<file path="src/rtl/zcdp_pkg.sv">
// ----------------------------------------------------------------------------
// zcdp_pkg
// shared constants for the zip central directory parser: signature bytes,
// fixed header layout and result status codes
// ----------------------------------------------------------------------------
package zcdp_pkg;

  // fixed header of one central directory record
  localparam int unsigned HdrLen  = 46;
  localparam int unsigned PosW    = 6;
  localparam int unsigned SkipW   = 18;
  localparam int unsigned CountW  = 16;

  // record signature, byte order as seen on the stream
  localparam logic [7:0] Sig0 = 8'h50;
  localparam logic [7:0] Sig1 = 8'h4b;
  localparam logic [7:0] Sig2 = 8'h01;
  localparam logic [7:0] Sig3 = 8'h02;

  // byte offsets inside the fixed header
  localparam logic [PosW-1:0] PosMethod  = 6'd10;
  localparam logic [PosW-1:0] PosCrc     = 6'd16;
  localparam logic [PosW-1:0] PosCsize   = 6'd20;
  localparam logic [PosW-1:0] PosUsize   = 6'd24;
  localparam logic [PosW-1:0] PosName    = 6'd28;
  localparam logic [PosW-1:0] PosExtra   = 6'd30;
  localparam logic [PosW-1:0] PosComment = 6'd32;
  localparam logic [PosW-1:0] PosLocal   = 6'd42;
  localparam logic [PosW-1:0] PosLast    = 6'(HdrLen - 1);

  // result status codes
  localparam logic [1:0] StatRecord    = 2'd0;
  localparam logic [1:0] StatCleanEnd  = 2'd1;
  localparam logic [1:0] StatBadSig    = 2'd2;
  localparam logic [1:0] StatTruncated = 2'd3;

  function automatic logic [7:0] sig_byte(input logic [1:0] idx);
    logic [7:0] b;
    case (idx)
      2'd0:    b = Sig0;
      2'd1:    b = Sig1;
      2'd2:    b = Sig2;
      default: b = Sig3;
    endcase
    return b;
  endfunction

endpackage

</file>
<file path="src/rtl/zip_central_directory_parser.sv">
// ----------------------------------------------------------------------------
// zip_central_directory_parser
// walks a zip central directory byte by byte, reports one result per record
// header plus end, truncation and bad signature results
// ----------------------------------------------------------------------------
// The parser takes one directory byte per transfer and sustains one byte per
// clock: each byte only updates the header position, the skip counter and one
// byte lane of the field registers, and any result it causes is written to
// the output register in the same cycle. So a result appears on the output in
// the cycle after the byte that caused it is taken. The output register parts
// the two sides: a new byte is taken whenever the output register is empty or
// its result is being taken in the same cycle, so the input stalls only while
// a finished result waits. A record result comes with the 46th header byte;
// name, extra and comment bytes are counted off without results unless final.
// After a bad signature every byte is dropped until the final byte, and any
// final byte returns the parser to its reset state for the next directory.
module zip_central_directory_parser
  import zcdp_pkg::*;
(
  input  logic        clk,
  input  logic        rst,
  // byte channel
  input  logic        in_valid,
  output logic        in_stall,
  input  logic [7:0]  data_byte,
  input  logic        final_byte,
  // result channel
  output logic        out_valid,
  input  logic        out_stall,
  output logic [1:0]  status,
  output logic        is_end,
  output logic [15:0] entry_index,
  output logic [15:0] method,
  output logic [31:0] crc_value,
  output logic [31:0] compressed_size,
  output logic [31:0] uncompressed_size,
  output logic [31:0] local_offset,
  output logic [15:0] name_length,
  output logic [15:0] extra_length,
  output logic [15:0] comment_length
);

  // parser state
  logic [PosW-1:0]   header_position;
  logic [SkipW-1:0]  skip_remaining;
  logic [CountW-1:0] record_count;
  logic              stopped_flag;

  // field assembly, every lane is rewritten in each header
  // the top byte of the local offset comes straight from the last header byte
  logic [15:0] fa_method;
  logic [31:0] fa_crc;
  logic [31:0] fa_csize;
  logic [31:0] fa_usize;
  logic [23:0] fa_local;
  logic [15:0] fa_name;
  logic [15:0] fa_extra;
  logic [15:0] fa_comment;

  logic in_xfer;
  logic out_xfer;

  // decoded per-byte actions
  logic sig_bad;
  logic in_header;
  logic hdr_done;
  logic emit;
  logic [1:0] emit_status;
  logic emit_end;
  logic clear_all;

  logic [PosW-1:0]   header_position_next;
  logic [SkipW-1:0]  skip_remaining_next;
  logic [CountW-1:0] record_count_next;
  logic              stopped_flag_next;
  logic [SkipW-1:0]  skip_sum;

  // the output register frees up when empty or drained this cycle
  assign in_stall = out_valid && out_stall;
  assign in_xfer  = in_valid && !in_stall;
  assign out_xfer = out_valid && !out_stall;

  // header bytes are taken only when neither stopped nor skipping
  assign in_header = !stopped_flag && (skip_remaining == '0);
  assign sig_bad   = in_header && (header_position < PosW'(4))
                     && (data_byte != sig_byte(header_position[1:0]));
  assign hdr_done  = in_header && !sig_bad && (header_position == PosLast);

  assign skip_sum = SkipW'(fa_name) + SkipW'(fa_extra) + SkipW'(fa_comment);

  always_comb begin
    emit        = 1'b0;
    emit_status = StatRecord;
    emit_end    = 1'b1;
    clear_all   = final_byte;
    header_position_next = header_position;
    skip_remaining_next  = skip_remaining;
    record_count_next    = record_count;
    stopped_flag_next    = stopped_flag;
    if (stopped_flag) begin
      // dropped bytes, a final byte only re-arms the parser
    end else if (skip_remaining != '0) begin
      skip_remaining_next = skip_remaining - SkipW'(1);
      if (final_byte) begin
        emit        = 1'b1;
        emit_status = StatCleanEnd;
      end
    end else if (sig_bad) begin
      emit              = 1'b1;
      emit_status       = StatBadSig;
      stopped_flag_next = 1'b1;
    end else if (hdr_done) begin
      emit                 = 1'b1;
      emit_status          = StatRecord;
      emit_end             = final_byte;
      record_count_next    = record_count + CountW'(1);
      skip_remaining_next  = skip_sum;
      header_position_next = '0;
    end else begin
      header_position_next = header_position + PosW'(1);
      if (final_byte) begin
        emit        = 1'b1;
        emit_status = StatTruncated;
      end
    end
  end

  // control state
  always_ff @(posedge clk) begin
    if (rst) begin
      header_position <= '0;
      skip_remaining  <= '0;
      record_count    <= '0;
      stopped_flag    <= 1'b0;
    end else if (in_xfer) begin
      if (clear_all) begin
        header_position <= '0;
        skip_remaining  <= '0;
        record_count    <= '0;
        stopped_flag    <= 1'b0;
      end else begin
        header_position <= header_position_next;
        skip_remaining  <= skip_remaining_next;
        record_count    <= record_count_next;
        stopped_flag    <= stopped_flag_next;
      end
    end
  end

  // byte lanes of the little-endian header fields
  always_ff @(posedge clk) begin
    if (in_xfer && in_header) begin
      case (header_position)
        PosMethod:          fa_method[7:0]   <= data_byte;
        PosMethod + 6'd1:   fa_method[15:8]  <= data_byte;
        PosCrc:             fa_crc[7:0]      <= data_byte;
        PosCrc + 6'd1:      fa_crc[15:8]     <= data_byte;
        PosCrc + 6'd2:      fa_crc[23:16]    <= data_byte;
        PosCrc + 6'd3:      fa_crc[31:24]    <= data_byte;
        PosCsize:           fa_csize[7:0]    <= data_byte;
        PosCsize + 6'd1:    fa_csize[15:8]   <= data_byte;
        PosCsize + 6'd2:    fa_csize[23:16]  <= data_byte;
        PosCsize + 6'd3:    fa_csize[31:24]  <= data_byte;
        PosUsize:           fa_usize[7:0]    <= data_byte;
        PosUsize + 6'd1:    fa_usize[15:8]   <= data_byte;
        PosUsize + 6'd2:    fa_usize[23:16]  <= data_byte;
        PosUsize + 6'd3:    fa_usize[31:24]  <= data_byte;
        PosName:            fa_name[7:0]     <= data_byte;
        PosName + 6'd1:     fa_name[15:8]    <= data_byte;
        PosExtra:           fa_extra[7:0]    <= data_byte;
        PosExtra + 6'd1:    fa_extra[15:8]   <= data_byte;
        PosComment:         fa_comment[7:0]  <= data_byte;
        PosComment + 6'd1:  fa_comment[15:8] <= data_byte;
        PosLocal:           fa_local[7:0]    <= data_byte;
        PosLocal + 6'd1:    fa_local[15:8]   <= data_byte;
        PosLocal + 6'd2:    fa_local[23:16]  <= data_byte;
        default: ;
      endcase
    end
  end

  // output register
  always_ff @(posedge clk) begin
    if (rst) begin
      out_valid <= 1'b0;
    end else if (in_xfer && emit) begin
      out_valid <= 1'b1;
    end else if (out_xfer) begin
      out_valid <= 1'b0;
    end
  end

  always_ff @(posedge clk) begin
    if (in_xfer && emit) begin
      status      <= emit_status;
      is_end      <= emit_end;
      entry_index <= record_count;
      if (hdr_done) begin
        // last header byte is the top byte of the local offset
        method            <= fa_method;
        crc_value         <= fa_crc;
        compressed_size   <= fa_csize;
        uncompressed_size <= fa_usize;
        local_offset      <= {data_byte, fa_local[23:0]};
        name_length       <= fa_name;
        extra_length      <= fa_extra;
        comment_length    <= fa_comment;
      end else begin
        method            <= '0;
        crc_value         <= '0;
        compressed_size   <= '0;
        uncompressed_size <= '0;
        local_offset      <= '0;
        name_length       <= '0;
        extra_length      <= '0;
        comment_length    <= '0;
      end
    end
  end

  // checks
  a_pos_range: assert property (@(posedge clk) disable iff (rst)
    header_position <= PosLast)
    else $error("header position past the fixed header");

  a_skip_at_boundary: assert property (@(posedge clk) disable iff (rst)
    (skip_remaining != '0) |-> (header_position == '0) && !stopped_flag)
    else $error("skipping while inside a header or stopped");

  a_final_rearms: assert property (@(posedge clk) disable iff (rst)
    (in_xfer && final_byte) |=> (header_position == '0) && (skip_remaining == '0)
      && (record_count == '0) && !stopped_flag)
    else $error("final byte did not return the parser to reset state");

  a_nonrecord_ends: assert property (@(posedge clk) disable iff (rst)
    (out_valid && (status != StatRecord)) |-> is_end)
    else $error("non-record result without end mark");

  a_no_overwrite: assert property (@(posedge clk) disable iff (rst)
    (out_valid && out_stall) |=> out_valid && $stable(status) && $stable(entry_index))
    else $error("waiting result lost or changed");

endmodule

</file>
<file path="config.mk">
export PLATFORM = sky130hd
export DESIGN_NAME = zip_central_directory_parser
export DESIGN_NICKNAME = d
export VERILOG_FILES = /design/src/rtl/zcdp_pkg.sv /design/src/rtl/zip_central_directory_parser.sv
export SDC_FILE = /design/constraint.sdc
export NUM_CORES = 1
export LEC_CHECK = 0
export ABC_CLOCK_PERIOD_IN_PS = 36800
export BUFFER_PORTS_ARGS = -buffer_cell sky130_fd_sc_hd__clkbuf_2
export CAP_MARGIN = 20
export CORE_MARGIN = 10
export CORE_UTILIZATION = 54
export CTS_BUF_LIST = sky130_fd_sc_hd__clkbuf_2 sky130_fd_sc_hd__clkbuf_4 sky130_fd_sc_hd__clkbuf_8
export CTS_CLUSTER_DIAMETER = 80
export CTS_CLUSTER_SIZE = 20
export DETAILED_ROUTE_END_ITERATION = 10
export GPL_ROUTABILITY_DRIVEN = 0
export GPL_TIMING_DRIVEN = 0
export PLACE_DENSITY = 0.74
export SYNTH_ARGS = -nofsm -noshare
export SYNTH_HDL_FRONTEND = slang
export SYNTH_SLANG_ARGS = --single-unit
</file>
<file path="constraint.sdc">
create_clock -name clk -period 36.8 [get_ports clk]
set_input_delay 7.36 -clock clk [delete_from_list [all_inputs] [get_ports clk]]
set_output_delay 7.36 -clock clk [all_outputs]
set_load 0.005 [all_outputs]
</file>
==> results_dict.tcl <==
set metrics [dict create \
    status "finished, final reports clean" \
    ys_ff_latch 437 \
    hold_buffers 0 \
    grt_util_met3_pct 2.85 \
    cts_resized 0 \
    wl_per_cell_um 20.9 \
    synthFlopType "edfxtp_1" \
    grt.overflow.total 0 \
    worstMarginPinSlew_ns 1.11 \
    gr-usage-met2_pct 31.3 \
    yosysUniqueCellTypes 59 \
    synth-seq-area-share_pct 75.3 \
    dp_cells 1715 \
    ctsLongestPathBuffers 3 \
    timing.final.hold_violations 0 \
    fin_cells 1762 \
    cp_max_fo 2 \
    drv_slew 0 \
    nFillCells 2266 \
    grt_pass1_vias 9530 \
    grt_max_degree 40 \
    pwr_density_cell_nw_per_um2 63.6 \
    cts.sinks 437 \
    finalPower_w 0.00122 \
    cts_tree "done" \
    grt_pass1_wl_um 56600 \
    vias 9561 \
    ioPinCount 226 \
    p_sw_w 0.000380 \
    arrival_ns 7.71 \
    ant_nets 0 \
    initial_core_util_pct 55.0 \
    ir_drop_mv 0.0348 \
    drcViolationCount 0 \
    async_flop_share_pct 0 \
    slew-limit-headroom_pct 25.6 \
    p_seq_share_pct 55.1 \
    synth.cell_area_um2 16900 \
    end_kind "primary output" \
    io_buffers 225 \
    cts_buffers 25 \
    fp.dieH_um 197 \
    critPathKind "primary input to primary output" \
    drive_above_1_share_pct 22.0 \
    synthCells 1083 \
    cts.clk_slew.worst_paths_ns 0.12 \
    leakagePower_nw 7.04 \
    finalCriticalPeriod_ns 15.07 \
    worst_ep_required_time_ns 29.44 \
    power.share.clock_pct 18.2 \
    finalSetupTns_ns 0 \
    h-tree-depth 1 \
    top_usage_layer "met2" \
    setup.worst_path.start_class "primary input" \
    maxCapViolCount 0 \
    syn2layout_area_growth_pct 13.8 \
    synth.avg_cell_area_um2 15.6 \
    setup_viol 0 \
    viasPerCell 5.43 \
    rows 64 \
    yosysWarningCount 0 \
    fmax_ghz 0.0664 \
    dieArea_um2 38700 \
    rsz0062_at_grt "no" \
    hold-worst-slack_ns 0.481 \
    drtIter0Drc 812 \
    syn_nets 1137 \
    grt_antenna_before_repair 0 \
    wl_um 36900 \
    hold_path_class "register to register" \
    cts-root-buf "clkbuf_8" \
    insertion_delay_ns 0.60 \
    core_area_um2 30700 \
    finalCritPeriodShare_pct 40.9 \
    track_usage_pct 18.7 \
    antenna_cells 0 \
    finClkSkew_ns 0.0355 \
    die_x_um 197 \
    post_cts_buffers 0 \
    switching_share_pct 31.2 \
    fin_nets 1401 \
    power_frac_comb_pct 26.6 \
    dp_hpwl_um 25700 \
    dr.pass1.iters 5 \
    internal_power_w 0.000839 \
    gr-usage-met1_pct 25.0 \
    synth-edff-count 395 \
    fin_util_pct 62.6 \
]
-- cell usage in the layout (no fill, tap or decap), types with 13 or more instances in the layout --
cell type / instances
inv_1: 17
ha_1: 24
xnor2_1: 16
and2_1: 207
clkbuf_8: 25
o21ai_0: 28
edfxtp_1: 395
nand2_1: 37
nor2_1: 51
clkbuf_2: 226
a21oi_1: 41
xor2_1: 13
fa_1: 17
nor3_1: 22
clkbuf_4: 20
dfxtp_1: 42
clkbuf_1: 33
-- per-layer routing --
layer / share of wire (%) / vias up
met3: 6.4 / 54
met4: 2.6 / 0
met2: 49 / 352
met1: 42 / 4680
li1: - / 4475
met5: 0 / -
-- sequential cells by signal, indices dropped and copies added (netlist names), 2 cells and up --
register and flops:
comment_length 16, compressed_size 32, crc_value 32, entry_index 16, extra_length 16, fa_comment 16
fa_crc 32, fa_csize 32, fa_extra 16, fa_local 24, fa_method 16, fa_name 16
fa_usize 32, header_position 6, local_offset 32, method 16, name_length 16, record_count 16
skip_remaining 18, status 2, uncompressed_size 32
-- through the flow --
stage / worst slack [ns] / area (µm²)
after floorplan: 19.27 / 16900
after global placement: 14.64 / 18500
after detailed placement: 21.73 / 18700
after CTS: 21.73 / 19200
after global routing: 21.69 / 19200
final: 21.73 / 19200
-- power groups by stage --
stage | clock (W) | combinational, W | sequential [W]
6_report | 0.000222 | 0.000325 | 0.000672
5_1_grt | 0.000247 | 0.000356 | 0.000680
4_1_cts | 0.000228 | 0.000326 | 0.000673
3_5_place_dp | 0 | 0.000325 | 0.000685
3_3_place_gp | 0 | 0.000302 | 0.000733
2_1_floorplan | 0 | 0.000167 | 0.000718
-- synthesized netlist by cell type (10+ instances only) --
| cell | count | area (µm²) |
|---|---|---|
| o21ai_0 | 28 | 140 |
| xnor2_1 | 16 | 140 |
| nand3_1 | 10 | 50.1 |
| ha_1 | 24 | 300 |
| xor2_1 | 13 | 114 |
| edfxtp_1 | 395 | 11900 |
| clkbuf_1 | 33 | 124 |
| inv_1 | 17 | 63.8 |
| nand2_1 | 37 | 139 |
| fa_1 | 17 | 340 |
| or3_1 | 12 | 75.1 |
| nor4_1 | 13 | 81.3 |
| dfxtp_1 | 42 | 841 |
| a21oi_1 | 41 | 205 |
| nor3_1 | 23 | 115 |
| nor2_1 | 52 | 195 |
| and2_1 | 207 | 1290 |
-- critical path, cell delays in order --
cell      delay, ns
clkbuf_2       0.09
nand2_1        0.06
inv_1          0.08
clkbuf_2       0.11
-- cell type report --
cell class                      count  area, µm²  area share, %
Buffer                             40        161          0.841
Clock buffer                       44        487           2.54
Clock inverter                      2       12.5         0.0652
Inverter                           18       67.6          0.352
Multi-Input combinational cell    588       3970           20.7
Sequential cell                   437      12700           66.2
Tap cell                          396        495           2.58
Timing Repair Buffer              237       1290           6.72
-- logic make-up after synthesis --
kind of cell / count (synthesis) / synth area share, %
AO/OA/AOI/OAI: 123 / 4.59
XOR/XNOR: 29 / 1.51
adder cells (fa/ha/maj): 41 / 3.80
buffers and inverters: 58 / 1.36
flip-flops: 437 / 75.3
multiplexers: 4 / 0.237
AND/OR/NAND/NOR: 391 / 13.2
-- final timing paths --
path	depth (start not counted)	end	slack [ns]	start
max	4	in_stall	21.73	out_stall
min	0	entry_index[15]$_DFFE_PP_	0.48	record_count[15]$_SDFFE_PP0P_
max reg2reg	11	uncompressed_size[30]$_SDFFCE_PN0P_	32.63	skip_remaining[0]$_SDFFE_PP0P_
min reg2reg	0	entry_index[15]$_DFFE_PP_	0.48	record_count[15]$_SDFFE_PP0P_
No activity file was read; power rests on OpenSTA's default activity.
